`src/rtl/uref_pkg.sv`:
```
`timescale 1ns / 1ps
// Shared types and constants for the UART register frame engine.
// Used by uref_front, uref_fifo, uref_back and uart_register_frame_engine.
package uref_pkg;

  // Request codes on the input side
  typedef enum logic [1:0] {
    REQ_WRITE  = 2'd0,
    REQ_READ   = 2'd1,
    REQ_RXBYTE = 2'd2
  } req_e;

  // Report status codes
  typedef enum logic [1:0] {
    ST_OK     = 2'd0,
    ST_CHKSUM = 2'd1,
    ST_NACK   = 2'd2,
    ST_UNEXP  = 2'd3
  } status_e;

  // Result item kinds
  typedef enum logic {
    KIND_TX     = 1'b0,
    KIND_REPORT = 1'b1
  } kind_e;

  // Protocol phase kept by the front end
  typedef enum logic [1:0] {
    PH_IDLE = 2'd0,
    PH_ACK  = 2'd1,
    PH_READ = 2'd2
  } phase_e;

  // Work handed from front to back
  typedef enum logic [1:0] {
    JOB_WRITE  = 2'd0,
    JOB_READ   = 2'd1,
    JOB_REPORT = 2'd2
  } job_e;

  // Configuration register indexes
  localparam logic [1:0] CFG_FRAME_HEAD   = 2'd0;
  localparam logic [1:0] CFG_ACK_VALUE    = 2'd1;
  localparam logic [1:0] CFG_ADDRESS_MASK = 2'd2;
  localparam logic [1:0] CFG_WRITE_FLAG   = 2'd3;

  // Configuration reset values
  localparam logic [7:0] FRAME_HEAD_RST   = 8'h6A;
  localparam logic [7:0] ACK_VALUE_RST    = 8'h54;
  localparam logic [7:0] ADDRESS_MASK_RST = 8'h7F;
  localparam logic [7:0] WRITE_FLAG_RST   = 8'h80;

  // Data bytes collected in a read before the checksum byte
  localparam logic [1:0] READ_DATA_BYTES = 2'd3;

  // Last item index of each job kind
  localparam logic [2:0] LAST_IDX_WRITE  = 3'd4;
  localparam logic [2:0] LAST_IDX_READ   = 3'd1;
  localparam logic [2:0] LAST_IDX_REPORT = 3'd0;

  typedef struct packed {
    req_e        req_type;
    logic [7:0]  target_addr;
    logic [15:0] write_value;
    logic [7:0]  rx_byte;
  } in_item_t;

  typedef struct packed {
    kind_e              out_kind;
    logic [7:0]         tx_byte;
    status_e            status;
    logic [23:0]        raw_value;
    logic signed [23:0] signed_value;
    logic               last;
  } out_item_t;

  typedef struct packed {
    logic [7:0] frame_head;
    logic [7:0] ack_value;
    logic [7:0] address_mask;
    logic [7:0] write_flag;
  } cfg_t;

  typedef struct packed {
    job_e            kind;
    logic [4:0][7:0] tx_bytes;
    status_e         status;
    logic [23:0]     raw;
  } job_t;

endpackage

```
`src/rtl/uref_front.sv`:
```
`timescale 1ns / 1ps
// Front end: accepts input transactions, tracks the protocol phase and
// queues jobs for the back end. Depends on uref_pkg.
module uref_front (
  input  logic             clk_i,
  input  logic             rst_ni,
  input  logic             in_valid_i,
  output logic             in_stall_o,
  input  uref_pkg::in_item_t in_data_i,
  input  uref_pkg::cfg_t   cfg_i,
  input  logic             full_i,
  output logic             push_o,
  output uref_pkg::job_t   job_o
);

  uref_pkg::phase_e phase_q, phase_d;
  logic [1:0]       count_q, count_d;
  logic [7:0]       sum_q, sum_d;
  logic [23:0]      shift_q, shift_d;

  logic       accept;
  logic [7:0] cmd_wr, cmd_rd, wsum, rsum;
  logic       chk_ok;

  assign in_stall_o = full_i;
  assign accept     = in_valid_i && !full_i;

  // Build command bytes and frame sums
  assign cmd_rd = in_data_i.target_addr & cfg_i.address_mask;
  assign cmd_wr = cmd_rd | cfg_i.write_flag;
  assign wsum   = cfg_i.frame_head + cmd_wr + in_data_i.write_value[15:8]
                + in_data_i.write_value[7:0];
  assign rsum   = cfg_i.frame_head + cmd_rd;
  assign chk_ok = (~sum_q) == in_data_i.rx_byte;

  // Next protocol state
  always_comb begin
    phase_d = phase_q;
    count_d = count_q;
    sum_d   = sum_q;
    shift_d = shift_q;
    if (accept) begin
      unique case (in_data_i.req_type)
        uref_pkg::REQ_WRITE: begin
          phase_d = uref_pkg::PH_ACK;
          count_d = '0;
          sum_d   = wsum;
          shift_d = '0;
        end
        uref_pkg::REQ_READ: begin
          phase_d = uref_pkg::PH_READ;
          count_d = '0;
          sum_d   = rsum;
          shift_d = '0;
        end
        uref_pkg::REQ_RXBYTE: begin
          unique case (phase_q)
            uref_pkg::PH_ACK: begin
              phase_d = uref_pkg::PH_IDLE;
              count_d = '0;
            end
            uref_pkg::PH_READ: begin
              if (count_q < uref_pkg::READ_DATA_BYTES) begin
                shift_d = {shift_q[15:0], in_data_i.rx_byte};
                sum_d   = sum_q + in_data_i.rx_byte;
                count_d = count_q + 2'd1;
              end else begin
                phase_d = uref_pkg::PH_IDLE;
                count_d = '0;
              end
            end
            default: ;
          endcase
        end
        default: ;
      endcase
    end
  end

  // Job generation
  always_comb begin
    push_o       = 1'b0;
    job_o.kind   = uref_pkg::JOB_REPORT;
    job_o.tx_bytes = '0;
    job_o.status = uref_pkg::ST_OK;
    job_o.raw    = '0;
    if (accept) begin
      unique case (in_data_i.req_type)
        uref_pkg::REQ_WRITE: begin
          push_o         = 1'b1;
          job_o.kind     = uref_pkg::JOB_WRITE;
          job_o.tx_bytes = {~wsum, in_data_i.write_value[7:0],
                            in_data_i.write_value[15:8], cmd_wr, cfg_i.frame_head};
        end
        uref_pkg::REQ_READ: begin
          push_o         = 1'b1;
          job_o.kind     = uref_pkg::JOB_READ;
          job_o.tx_bytes = {24'h0, cmd_rd, cfg_i.frame_head};
        end
        uref_pkg::REQ_RXBYTE: begin
          unique case (phase_q)
            uref_pkg::PH_ACK: begin
              push_o       = 1'b1;
              job_o.status = (in_data_i.rx_byte == cfg_i.ack_value) ?
                             uref_pkg::ST_OK : uref_pkg::ST_NACK;
            end
            uref_pkg::PH_READ: begin
              if (count_q == uref_pkg::READ_DATA_BYTES) begin
                push_o = 1'b1;
                if (chk_ok) begin
                  job_o.raw = shift_q;
                end else begin
                  job_o.status = uref_pkg::ST_CHKSUM;
                end
              end
            end
            default: begin
              push_o       = 1'b1;
              job_o.status = uref_pkg::ST_UNEXP;
            end
          endcase
        end
        default: ;
      endcase
    end
  end

  // State registers
  always_ff @(posedge clk_i or negedge rst_ni) begin
    if (!rst_ni) begin
      phase_q <= uref_pkg::PH_IDLE;
      count_q <= '0;
      sum_q   <= '0;
      shift_q <= '0;
    end else begin
      phase_q <= phase_d;
      count_q <= count_d;
      sum_q   <= sum_d;
      shift_q <= shift_d;
    end
  end

  // A write request always leaves the engine waiting for an ack
  assert property (@(posedge clk_i) disable iff (!rst_ni)
    accept && in_data_i.req_type == uref_pkg::REQ_WRITE |=> phase_q == uref_pkg::PH_ACK)
    else $error("write request did not enter ack phase");

  // Data bytes are only counted while a read is pending
  assert property (@(posedge clk_i) disable iff (!rst_ni)
    count_q != 2'd0 |-> phase_q == uref_pkg::PH_READ)
    else $error("byte count set outside read phase");

endmodule

```
`src/rtl/uref_fifo.sv`:
```
`timescale 1ns / 1ps
// Job queue between front and back end, DEPTH entries of job_t.
// Depends on uref_pkg.
module uref_fifo #(
  parameter int DEPTH = 2
) (
  input  logic           clk_i,
  input  logic           rst_ni,
  input  logic           push_i,
  input  uref_pkg::job_t push_data_i,
  output logic           full_o,
  output logic           valid_o,
  input  logic           pop_i,
  output uref_pkg::job_t pop_data_o
);

  localparam int PW = $clog2(DEPTH);
  localparam int CW = $clog2(DEPTH + 1);

  uref_pkg::job_t mem_q [DEPTH];
  logic [PW-1:0]  wr_ptr_q, wr_ptr_d, rd_ptr_q, rd_ptr_d;
  logic [CW-1:0]  count_q, count_d;
  logic           do_push, do_pop;

  assign full_o     = count_q == CW'(DEPTH);
  assign valid_o    = count_q != '0;
  assign do_push    = push_i && !full_o;
  assign do_pop     = pop_i && valid_o;
  assign pop_data_o = mem_q[rd_ptr_q];

  // Advance pointers with wrap and track fill level
  always_comb begin
    wr_ptr_d = wr_ptr_q;
    rd_ptr_d = rd_ptr_q;
    count_d  = count_q;
    if (do_push) begin
      wr_ptr_d = (wr_ptr_q == PW'(DEPTH - 1)) ? '0 : wr_ptr_q + 1'b1;
    end
    if (do_pop) begin
      rd_ptr_d = (rd_ptr_q == PW'(DEPTH - 1)) ? '0 : rd_ptr_q + 1'b1;
    end
    if (do_push && !do_pop) begin
      count_d = count_q + 1'b1;
    end else if (do_pop && !do_push) begin
      count_d = count_q - 1'b1;
    end
  end

  always_ff @(posedge clk_i or negedge rst_ni) begin
    if (!rst_ni) begin
      wr_ptr_q <= '0;
      rd_ptr_q <= '0;
      count_q  <= '0;
    end else begin
      wr_ptr_q <= wr_ptr_d;
      rd_ptr_q <= rd_ptr_d;
      count_q  <= count_d;
    end
  end

  // Storage holds no control state
  always_ff @(posedge clk_i) begin
    if (do_push) begin
      mem_q[wr_ptr_q] <= push_data_i;
    end
  end

  // The front end never pushes into a full queue
  assert property (@(posedge clk_i) disable iff (!rst_ni) !(push_i && full_o))
    else $error("push into full job queue");

  // Fill level stays in range
  assert property (@(posedge clk_i) disable iff (!rst_ni) count_q <= CW'(DEPTH))
    else $error("job queue count out of range");

endmodule

```
`src/rtl/uref_back.sv`:
```
`timescale 1ns / 1ps
// Back end: expands queued jobs into result transactions behind an
// output register. Depends on uref_pkg.
module uref_back (
  input  logic              clk_i,
  input  logic              rst_ni,
  input  logic              job_valid_i,
  input  uref_pkg::job_t    job_i,
  output logic              pop_o,
  output logic              out_valid_o,
  input  logic              out_stall_i,
  output uref_pkg::out_item_t out_data_o
);

  uref_pkg::job_t      cur_q, cur_d;
  logic                cur_valid_q, cur_valid_d;
  logic [2:0]          idx_q, idx_d;
  logic                out_valid_q, out_valid_d;
  uref_pkg::out_item_t out_q, out_d;

  logic       load, at_last;
  logic [2:0] last_idx;

  // Last item index of the current job
  always_comb begin
    unique case (cur_q.kind)
      uref_pkg::JOB_WRITE: last_idx = uref_pkg::LAST_IDX_WRITE;
      uref_pkg::JOB_READ:  last_idx = uref_pkg::LAST_IDX_READ;
      default:             last_idx = uref_pkg::LAST_IDX_REPORT;
    endcase
  end

  assign load    = cur_valid_q && (!out_valid_q || !out_stall_i);
  assign at_last = idx_q == last_idx;
  assign pop_o   = job_valid_i && (!cur_valid_q || (load && at_last));

  // Pick up the next job or advance through the current one
  always_comb begin
    cur_d       = cur_q;
    cur_valid_d = cur_valid_q;
    idx_d       = idx_q;
    if (pop_o) begin
      cur_d       = job_i;
      cur_valid_d = 1'b1;
      idx_d       = '0;
    end else if (load && at_last) begin
      cur_valid_d = 1'b0;
    end else if (load) begin
      idx_d = idx_q + 3'd1;
    end
  end

  // Form the next result transaction
  always_comb begin
    out_d.out_kind     = uref_pkg::KIND_TX;
    out_d.tx_byte      = cur_q.tx_bytes[idx_q];
    out_d.status       = uref_pkg::ST_OK;
    out_d.raw_value    = '0;
    out_d.signed_value = '0;
    out_d.last         = at_last;
    if (cur_q.kind == uref_pkg::JOB_REPORT) begin
      out_d.out_kind     = uref_pkg::KIND_REPORT;
      out_d.tx_byte      = '0;
      out_d.status       = cur_q.status;
      out_d.raw_value    = cur_q.raw;
      out_d.signed_value = $signed(cur_q.raw);
      out_d.last         = 1'b1;
    end
  end

  // Output register valid: load new, drop when taken
  always_comb begin
    out_valid_d = out_valid_q;
    if (load) begin
      out_valid_d = 1'b1;
    end else if (!out_stall_i) begin
      out_valid_d = 1'b0;
    end
  end

  always_ff @(posedge clk_i or negedge rst_ni) begin
    if (!rst_ni) begin
      cur_valid_q <= 1'b0;
      idx_q       <= '0;
      out_valid_q <= 1'b0;
    end else begin
      cur_valid_q <= cur_valid_d;
      idx_q       <= idx_d;
      out_valid_q <= out_valid_d;
    end
  end

  // Payload registers
  always_ff @(posedge clk_i) begin
    cur_q <= cur_d;
    if (load) begin
      out_q <= out_d;
    end
  end

  assign out_valid_o = out_valid_q;
  assign out_data_o  = out_q;

  // Item index never runs past the end of its job
  assert property (@(posedge clk_i) disable iff (!rst_ni) cur_valid_q |-> idx_q <= last_idx)
    else $error("item index past end of job");

  // Every completion report closes its input's results
  assert property (@(posedge clk_i) disable iff (!rst_ni)
    out_valid_q && out_q.out_kind == uref_pkg::KIND_REPORT |-> out_q.last)
    else $error("report without last flag");

endmodule

```
`src/rtl/uart_register_frame_engine.sv`:
```
`timescale 1ns / 1ps
// UART register frame engine, top level. An accepted input transaction passes
// through the job queue and the back end's current-job and output registers.
// The back end emits one result per cycle while the output is not stalled:
// 5 per write request, 2 per read, 1 per report; input stalls on a full queue.
// Reset (async, active low) clears phase, queue and output; config to defaults.
module uart_register_frame_engine #(
  parameter int QUEUE_DEPTH = 2
) (
  input  logic                clk_i,
  input  logic                rst_ni,
  input  logic                in_valid_i,
  output logic                in_stall_o,
  input  uref_pkg::in_item_t  in_data_i,
  output logic                out_valid_o,
  input  logic                out_stall_i,
  output uref_pkg::out_item_t out_data_o,
  input  logic                cfg_we_i,
  input  logic [1:0]          cfg_idx_i,
  input  logic [7:0]          cfg_data_i
);

  uref_pkg::cfg_t cfg_q, cfg_d;
  uref_pkg::job_t push_job, head_job;
  logic           push, full, job_valid, pop;

  // Configuration register writes
  always_comb begin
    cfg_d = cfg_q;
    if (cfg_we_i) begin
      unique case (cfg_idx_i)
        uref_pkg::CFG_FRAME_HEAD:   cfg_d.frame_head   = cfg_data_i;
        uref_pkg::CFG_ACK_VALUE:    cfg_d.ack_value    = cfg_data_i;
        uref_pkg::CFG_ADDRESS_MASK: cfg_d.address_mask = cfg_data_i;
        uref_pkg::CFG_WRITE_FLAG:   cfg_d.write_flag   = cfg_data_i;
        default: ;
      endcase
    end
  end

  always_ff @(posedge clk_i or negedge rst_ni) begin
    if (!rst_ni) begin
      cfg_q.frame_head   <= uref_pkg::FRAME_HEAD_RST;
      cfg_q.ack_value    <= uref_pkg::ACK_VALUE_RST;
      cfg_q.address_mask <= uref_pkg::ADDRESS_MASK_RST;
      cfg_q.write_flag   <= uref_pkg::WRITE_FLAG_RST;
    end else begin
      cfg_q <= cfg_d;
    end
  end

  uref_front u_front (
    .clk_i      (clk_i),
    .rst_ni     (rst_ni),
    .in_valid_i (in_valid_i),
    .in_stall_o (in_stall_o),
    .in_data_i  (in_data_i),
    .cfg_i      (cfg_q),
    .full_i     (full),
    .push_o     (push),
    .job_o      (push_job)
  );

  uref_fifo #(
    .DEPTH (QUEUE_DEPTH)
  ) u_fifo (
    .clk_i       (clk_i),
    .rst_ni      (rst_ni),
    .push_i      (push),
    .push_data_i (push_job),
    .full_o      (full),
    .valid_o     (job_valid),
    .pop_i       (pop),
    .pop_data_o  (head_job)
  );

  uref_back u_back (
    .clk_i       (clk_i),
    .rst_ni      (rst_ni),
    .job_valid_i (job_valid),
    .job_i       (head_job),
    .pop_o       (pop),
    .out_valid_o (out_valid_o),
    .out_stall_i (out_stall_i),
    .out_data_o  (out_data_o)
  );

endmodule

```
`config.mk`:
```
export PLATFORM = sky130hd
export DESIGN_NAME = uart_register_frame_engine
export DESIGN_NICKNAME = d
export VERILOG_FILES = /design/src/rtl/uref_pkg.sv /design/src/rtl/uref_front.sv /design/src/rtl/uref_fifo.sv /design/src/rtl/uref_back.sv /design/src/rtl/uart_register_frame_engine.sv
export SDC_FILE = /design/constraint.sdc
export NUM_CORES = 1
export LEC_CHECK = 0
export BUFFER_PORTS_ARGS = -buffer_cell sky130_fd_sc_hd__buf_2
export CORE_UTILIZATION = 45
export DETAILED_ROUTE_END_ITERATION = 12
export PLACE_DENSITY = 0.61
export SLEW_MARGIN = 15
export SYNTH_ARGS = -nofsm -noshare
export SYNTH_HDL_FRONTEND = slang
export SYNTH_SLANG_ARGS = --single-unit
```
`constraint.sdc`:
```
create_clock -name clk_i -period 4.9 [get_ports clk_i]
set_input_delay 1.225 -clock clk_i [delete_from_list [all_inputs] [get_ports clk_i]]
set_output_delay 1.225 -clock clk_i [all_outputs]
set_load 0.02 [all_outputs]
```
**Yosys cells after proc, flatten, opt, wreduce, memory -nomap -nowiden**

Memory sizes are Yosys's and may differ from the RTL's. A register that Yosys moved wholly into a read port is not among the register bits.
Cells that the tools add are included.

- Add/subtract/negate cells: 11
- Reduce and logical (&&, ||, !) cells: 35
- Muxes and demuxes: 42
- Eq/ne operators: 20
- Magnitude comparators: 2
- Bitwise logic cells: 4

Operators by type and width:

| operator | count |
|---|---|
| $mux 24 | 4 |
| $pmux 42 s2 | 1 |
| $mux 68 | 1 |
| $mux 60 | 1 |
| $pmux 24 s2 | 1 |
| $add 8x8->8 | 5 |
| $mux 26 | 1 |
| $mux 25 | 1 |
| $bmux 8 s3 | 1 |
| $mux 8 | 3 |
| $pmux 8 s3 | 1 |
| $eq 8x8->1 | 2 |
| $not 8->8 | 2 |
| $pmux 2 s2 | 4 |
| $eq 2x2->1 const B | 7 |
| $mux 1 | 12 |
| $reduce_and 4->1 | 3 |
| $mux 2 | 5 |
| $reduce_and 2->1 | 5 |
| $reduce_bool 2->1 | 5 |
| $mux 3 | 3 |
| $and 8x8->8 | 1 |
| $eq 2x1->1 const B | 4 |
| $logic_and 1x1->1 | 8 |
| 21 further kinds | 33 |

- Memories kept: 1
- Output and inout port bits: 62
- Register bits: 113
- Logic and storage cells: 134
- RAM bits: 136

Memory list:

| name | words | width | rd ports | clocked after Yosys merged registers in | wr ports | RTL line | source |
|---|---|---|---|---|---|---|---|
| u_fifo.mem_q | 2 | 68 | 1 | 1 | 1 | uref_fifo.sv:20 | `uref_pkg::job_t mem_q [DEPTH];` |

**Depth between registers and ports, before layout**

Gate-level depths: netlist of the first run.

- Depth after elaboration: 10
- Depth in mapped cells: 11

**By module**

A second synthesis of the first run with hierarchy kept.

- Cell total of the unflattened synthesis: 931
- Area, all modules: 13973.4 um^2

By module, submodules not included:

| module | instances | sequential area each (um^2) | cells an instance | area an instance (um^2) |
|---|---|---|---|---|
| uref_fifo | 1 | 4184.0 | 231 | 5147.4 |
| uref_back | 1 | 3248.1 | 218 | 4085.2 |
| uref_front | 1 | 900.9 | 414 | 3509.6 |
| uart_register_frame_engine | 1 | 819.5 | 68 | 1231.2 |

**Least setup slack after synthesis of the first run**

OpenSTA, ideal clock, no wires.

- Path type: input-to-reg
- Start point: input port in_data_i[32] (netlist bit)
- End point: memory u_fifo.mem_q[0][0] (netlist bit), enable pin
- Cell stages on the path: 5
- Data arrival time: 5087 ps
- Setup slack: -690 ps
- Path buffers: 0
- Path through: ha_1 inv_1 nand3_1 a21oi_1 nor2b_1

- Word-level cells in the longest chain between the ends: 7
- Elaborated cells on any way between the ends: 9
- Those cells by class: eq/ne: 2; mux: 4; reduce/logical: 3

RTL lines:

| item | RTL line | source |
|---|---|---|
| from (decl) | uart_register_frame_engine.sv:14 | `input uref_pkg::in_item_t in_data_i,` |
| $eq 2x1->1 / $logic_not 2->1 (equally long branches) | uref_front.sv:88 | `unique case (in_data_i.req_type)` |
| $reduce_or 2->1 (no source line) | n/a |  |
| $pmux 1 s2 (*) | uref_front.sv:88 |  |
| $mux 1 (*) | uref_front.sv:87 | `if (accept) begin` |
| $logic_and 1x1->1 (*) | uref_fifo.sv:27 | `assign do_push = push_i && !full_o;` |
| net u_fifo.do_push | uref_fifo.sv:23 | `logic do_push, do_pop;` |
| $mux 1 (*) | uref_fifo.sv:63 | `if (do_push) begin` |
| $mux 1 (not written as such) (*) | uref_fifo.sv:64 | `mem_q[wr_ptr_q] <= push_data_i;` |
| to (decl) | uref_fifo.sv:20 |  |

Mark *: on every way through the listed nets, which the timed path passes. The rest lies on a longest branch.

**Final worst setup path of the first run**

- Start point: input port in_data_i[9] (netlist bit)
- End point: register u_front.sum_q[7]

- Word-level cells in the longest chain between the ends: 2

RTL lines:

| item | RTL line | source |
|---|---|---|
| $add 8x8->8 | uref_front.sv:32 | `+ in_data_i.write_value[7:0];` |
| $pmux 8 s3 | uref_front.sv:43 | `unique case (in_data_i.req_type)` |
| to (signal assigned) | uref_front.sv:138 | `sum_q <= sum_d;` |
| to (decl) | uref_front.sv:18 | `logic [7:0] sum_q, sum_d;` |

Every way passes these cells.
A chain may end at the register's enable or synchronous reset.

==> results.cfg, run 1 <==
[synthesis]
synth_most_common_cell = edfxtp_1
syn_area_um2 = 13900
netlist_instances = 940
ys_types = 63
synthTopCellsByArea = edfxtp_1 52%, dfrtp_1 11%, mux2_2 7.9%, dfstp_2 2.8%, and2_1 2.8%
synth-main-ff-cell = edfxtp_1
yosysWarnings = 0
synth_top_cell_by_area = edfxtp_1
synth_top_area_share_pct = 51.8
ys_ff_latch = 317
synth_common_cells = 240 x edfxtp_1, 97 x mux2_2, 65 x nor2_1
synth-seq-area-share_pct = 65.8
syn_avg_cell_area_um2 = 14.8
syn-num-nets = 1034
async_reset_ff_share_pct = 24.3
synth-edff-count = 240

[clock_tree]
cts_tree = built
cts_setup_buffers = 0
root_buffer = clkbuf_16
path_clk_slew_ns = 0.06
cts_buffer_depth = 3
htreeDepth = 2
insertion_delay_ns = 0.51
numCtsBuffers = 34
holdBufCountCts = 0
postCtsResizedCells = 0
cts_sinks = 317

[worst_hold_path]
hold_end = u_front.shift_q[18]
whs_path_depth = 1
hp-class = reg2reg
hp-start = u_front.shift_q[18]

[final_layout]
area_delta_synth_final_pct = 13.7
fillers = 2594
final_area_um2 = 15800
ff_latch_area_um2 = 9150
diodes = 0
multi_input_area_um2 = 4290
num-nets-final = 1136
drive_above_1_share_pct = 28.4

[critical_path]
worst_path_max_delay_cell = fa_1
start_kind = input pin
reg2regPathDepth = 11
crit_chain = buf_2 > inv_1 > fa_1 > fa_1 > inv_1 > ha_1 > fa_1 > a211oi_1 > o21ai_0 > a211o_1 > mux2i_1 > a221oi_1
critPathBufInv = 3
rr_endpoint = u_front.sum_q[7]
cpPeakStageDelay_ns = 0.56
crit_arrival_ns = 4.09
cp_top_family = adder cells
worstSetupEndpointType = flop
reg2reg_from = cfg_q[25]
crit_top_cell = fa_1
crit_required_ns = 5.27
worstSetupPathType = in2reg
cp_max_fo = 3
r2r_slack_ns = 1.35

[sta]
finalSetupViolCount = 0
hold_viol_final = 0
rsz0062_at_grt = no
finalClockSkew_ns = 0.0117
worstMarginPinSlew_ns = 1.14
setup_tns_ns = 0
fin_crit_sh_pct = 76.0
fmax_mhz = 269
min_period_ns = 3.72
layout_setup_ws_ns = 1.18
final_max_slew_viol_count = 0
max_slew_margin_pct = 23.1
whs_ns = 0.495

[die]
dieHeight_um = 178
top_level_ports = 111
coreArea_um2 = 30500
die_w_um = 178
start_util_pct = 45.6
fp-row-count = 64
design.die.area_um2 = 31600

[pwr]
swShare_pct = 31.1
netSwitchingPower_mw = 2.70
p_int_mw = 5.98
finalPower_mw = 8.68
pwr-share-seq_pct = 45.1
power_density_nw_per_um2 = 549
power_frac_clock_pct = 27.7
p_leak_nw = 6.17
peakVddDrop_uv = 283
comb_power_share_pct = 27.2

[placed_design]
dp_worst_setup_slack_ns = 0.677
place_area_um2 = 14800
gp_congestion = 0.863
hpwl_mm = 18.7
io_buffer_count = 110

[grt]
grt_overflow = 0
grt_util_all_layers_pct = 17.8
grt_max_degree = 62
antenna_found_initial = 0
grt_pass1_wl_mm = 42.3
first_global_vias = 7438

[drt]
drt-total-wl_mm = 27.4
first_iter_violations = 496
wl_per_cell_um = 18.8
first_pass_iters = 6
num_vias = 7689
viasPerCell = 5.26
ant_nets = 0
drc = 0

[run]
max_cap_viol_count = 0

[outcome]
outcome = completed
-- worst max-delay path by stage --
stage | from | to | slack, ns | cells past startpoint
6_report | in_data_i[9] | u_front.sum_q[7] | 1.18 | 12
5_1_grt | in_data_i[9] | u_front.sum_q[7] | 1.02 | 12
4_1_cts | in_data_i[9] | u_front.sum_q[7] | 1.18 | 12
3_5_place_dp | in_data_i[9] | u_front.sum_q[7] | 0.68 | 12
3_3_place_gp | in_data_i[9] | u_front.sum_q[7] | 0.73 | 12
2_1_floorplan | in_data_i[32] | u_fifo.mem_q[0][0] | 0.60 | 5
-- flip-flops by register name (all words and copies together) (netlist names) --
name and flops:
cfg_q 32, u_back.cur_q 68, u_back.cur_valid_q 1, u_back.idx_q 3
u_back.out_data_o 36, u_back.out_valid_o 1, u_fifo.count_q 2, u_fifo.mem_q 136
u_fifo.rd_ptr_q 1, u_fifo.wr_ptr_q 1, u_front.count_q 2, u_front.phase_q 2
u_front.shift_q 24, u_front.sum_q 8
-- metal layers --
metal  up-vias  GRT usage [%]  part of all wire, %
met2       191           26.5                   44
met5         -              0                    0
met1      3807           27.0                   49
li1       3647              -                    -
met3        44           2.85                  4.2
met4         0           4.88                  2.0
-- power by group through the flow --
| stage | Sequential (mW) | Combinational, mW | Clock, mW |
|---|---|---|---|
| finish | 3.91 | 2.36 | 2.40 |
| global route | 3.98 | 2.60 | 2.56 |
| CTS | 3.93 | 2.38 | 2.47 |
| detailed placement | 3.98 | 2.37 | 0 |
| global placement | 3.97 | 2.35 | 0 |
| floorplan | 3.94 | 1.74 | 0 |
-- cell type report --
| class | count | share of cell area, % |
|---|---|---|
| repair buffers | 122 | 4.15 |
| multi-input cells | 522 | 27.1 |
| clock buffers | 46 | 5.85 |
| well taps | 396 | 3.13 |
| flip-flops and latches | 317 | 57.9 |
| inverters | 45 | 1.07 |
| clock inverters | 15 | 0.783 |
-- through the flow --
step / utilization, % / std cells
after CTS: 51.8 / 1463
final: 51.8 / 1463
after floorplan: - / 940
after detailed placement: 48.4 / 1402
after global routing: 51.8 / 1463
after global placement: 48.4 / 1402
-- layout by cell type, fill, tap and decap left out, drive strengths merged, types with 3 or more instances in the layout --
master    netlist  layout
edfxtp        240     240
o31ai           6       6
nor2           65      65
a21o            8       8
nand3b          3       3
clkinvlp        0       4
o21ai          15      15
a21oi          25      25
mux2           97      97
nor3            4       4
dfrtp          62      62
clkinv          2      10
inv            43      45
mux4            8       8
o2111ai         4       4
a211oi          5       5
xor2           16      16
a22oi           8       8
o22ai           4       4
clkbuf         21      46
and2           62      62
buf            35     122
xnor2          14      14
nor2b           4       4
nand2          34      34
or2             3       3
nand3           9       9
nand4           5       5
ha             29      29
a22o           26      26
and3           11      11
dfstp          15      15
fa             16      16
nand2b          7       7
a221o           4       4
a221oi          7       7
-- logic make-up after synthesis --
family / after synthesis / synth area share [%]
buffers and inverters: 101 / 3.54
adders and majority gates: 45 / 4.91
DFF: 317 / 65.8
AOI/OAI and AO/OA: 124 / 6.53
and+or+nand+nor: 217 / 8.08
xor gates and xnor gates: 30 / 1.94
muxes: 106 / 9.22
(Power assumes the default switching activity.)
==> run 2: changes to the inputs <==
Clock period 4.9 ns to 3 ns, I/O delays scaled along.
==> run 2 against run 1 <==
The run now ends with negative setup slack left; sequential cell count is the same; global-route usage rose by 0.86 points; die area is the same; final cell count increased by 3.5%; sequential share of layout area down 2.1 points; critical path type is now reg2reg.
==> results.cfg, run 2 (synthesized netlist as in run 1, its figures left out) <==
[outcome]
outcome = finished, violations left
failed_checks = negative setup slack

[critical_path]
crit_chain = inv_4 > fa_1 > fa_1 > inv_1 > ha_2 > fa_2 > a211oi_2 > o21ai_2 > a211o_1 > mux2i_1 > a221oi_1
cp_top_family = adder cells
start_kind = flop
critPathBufInv = 2
cp_max_fo = 3
crit_required_ns = 3.35
cp-startpoint = cfg_q[25]
reg2reg_from = cfg_q[25]
worstSetupEndpointType = flop
worstSetupPathType = reg2reg
cpPeakStageDelay_ns = 0.55
crit_arrival_ns = 3.42
worst_path_max_delay_cell = dfstp_2
crit_top_cell = fa_1

[clock_tree]
insertion_delay_ns = 0.51
path_clk_slew_ns = 0.06
cts_buffer_depth = 3
cts_sinks = 317
cts_tree = built
root_buffer = clkbuf_16
numCtsBuffers = 35
holdBufCountCts = 0
htreeDepth = 2

[sta]
fmax_mhz = 326
layout_setup_ws_ns = -0.0703
max_slew_margin_pct = 55.7
worstMarginPinSlew_ns = 0.662
rsz0062_at_grt = yes
whs_ns = 0.225
fin_crit_sh_pct = 102
finalClockSkew_ns = 0.0149
finalSetupViolCount = 4
min_period_ns = 3.07
final_max_slew_viol_count = 0
hold_viol_final = 0

[drt]
num_vias = 7824
drt-total-wl_mm = 28.5
viasPerCell = 5.17
first_iter_violations = 567
first_pass_iters = 5
drc = 0
wl_per_cell_um = 18.8
ant_nets = 0

[grt]
first_global_vias = 7745
met3_usage_pct = 3.43
gr-usage-met2_pct = 28.7
grt_util_all_layers_pct = 18.7
use_met1_pct = 27.1
grt_pass1_wl_mm = 43.9
grt_max_degree = 42
antenna_found_initial = 0
grt_busiest_layer = met2
grt_overflow = 0

[pwr]
swShare_pct = 31.2
pwr-share-seq_pct = 42.3
p_int_mw = 10.2
netSwitchingPower_mw = 4.63
peakVddDrop_uv = 484
power_density_nw_per_um2 = 903
comb_power_share_pct = 30.8
power_frac_clock_pct = 26.9
p_leak_nw = 6.47

[worst_hold_path]
hp-class = in2async

[final_layout]
num-nets-final = 1185
drive_above_1_share_pct = 33.4
fin_util_pct = 53.8
mostFrequentLayoutCells = 240 x edfxtp_1, 109 x buf_2, 97 x mux2_2
fillers = 2523
largest_reg_flops = 136
area_delta_synth_final_pct = 17.9
mostFrequentLayoutCell = edfxtp_1
diodes = 0
regMostFlops = u_fifo.mem_q

[die]
dieHeight_um = 178
design.die.area_um2 = 31600
top_level_ports = 111
fp-row-count = 64
coreArea_um2 = 30500
start_util_pct = 45.6
die_w_um = 178

[placed_design]
io_buffer_count = 110
gp_congestion = 0.894
hpwl_mm = 20.4

[run]
max_cap_viol_count = 0
-- run 2: path summary, 6_finish.rpt --
kind	to	slack, ns	cells after the start
worst max-delay path	u_front.sum_q[7]	-0.07	11
max in group asynchronous	cfg_q[7]	2.12	2
worst min register to register	u_front.shift_q[21]	0.50	1
worst min-delay path	cfg_q[17]	0.23	1
min in group clk_i	u_front.shift_q[21]	0.50	1
worst max register to register	u_front.sum_q[7]	-0.07	11
-- run 2: what timing repair did --
action | CTS | global route
resized for setup | 3 | 7
pin swaps | 7 | 11
buffers inserted | 1 | 1
setup endpoints to repair | 9 | 11
-- run 2: through the flow --
stage                     TNS, ns  power (mW)  cell area (um^2)  std cells  setup WS [ns]
after global placement      -4.85        10.8             15300       1449         -0.417
after detailed placement    -5.52        10.8             15300       1449         -0.480
after floorplan             -2.19        9.45             14000        940         -0.419
after global routing       -0.892        15.6             16400       1514         -0.202
final                      -0.188        14.8             16400       1514        -0.0703
after CTS                  -0.317        14.9             16400       1514         -0.140
-- run 2: layer usage --
metal | vias to the layer above | routed length [um]
met5 | - | 0
li1 | 3749 | -
met1 | 3851 | 13700
met3 | 43 | 1280
met2 | 181 | 13000
met4 | 0 | 540
-- run 2: worst register-to-register path, cell delays in order (launching register included) --
cell and delay, ns:
dfstp_2 0.55, inv_4 0.05, fa_1 0.47, fa_1 0.49, inv_1 0.05, ha_2 0.18, fa_2 0.36, a211oi_2 0.21
o21ai_2 0.10, a211o_1 0.27, mux2i_1 0.12, a221oi_1 0.07
-- run 2: power groups by stage --
stage / clock (mW) / sequential (mW) / combinational [mW]
after global routing: 4.25 / 6.36 / 4.99
after CTS: 4.08 / 6.28 / 4.50
after floorplan: 0 / 6.43 / 3.02
final: 3.98 / 6.27 / 4.57
after global placement: 0 / 6.34 / 4.44
after detailed placement: 0 / 6.36 / 4.47
-- run 2: cell type report --
type                       instances  area, um^2  area share, %
clock buffer                      50         983           5.99
clock inverter                    14        87.6          0.534
inverter                          45         179           1.09
multi-input combinational        522        4420           27.0
sequential                       317        9150           55.8
tap                              396         495           3.02
timing repair buffer             170        1080           6.60
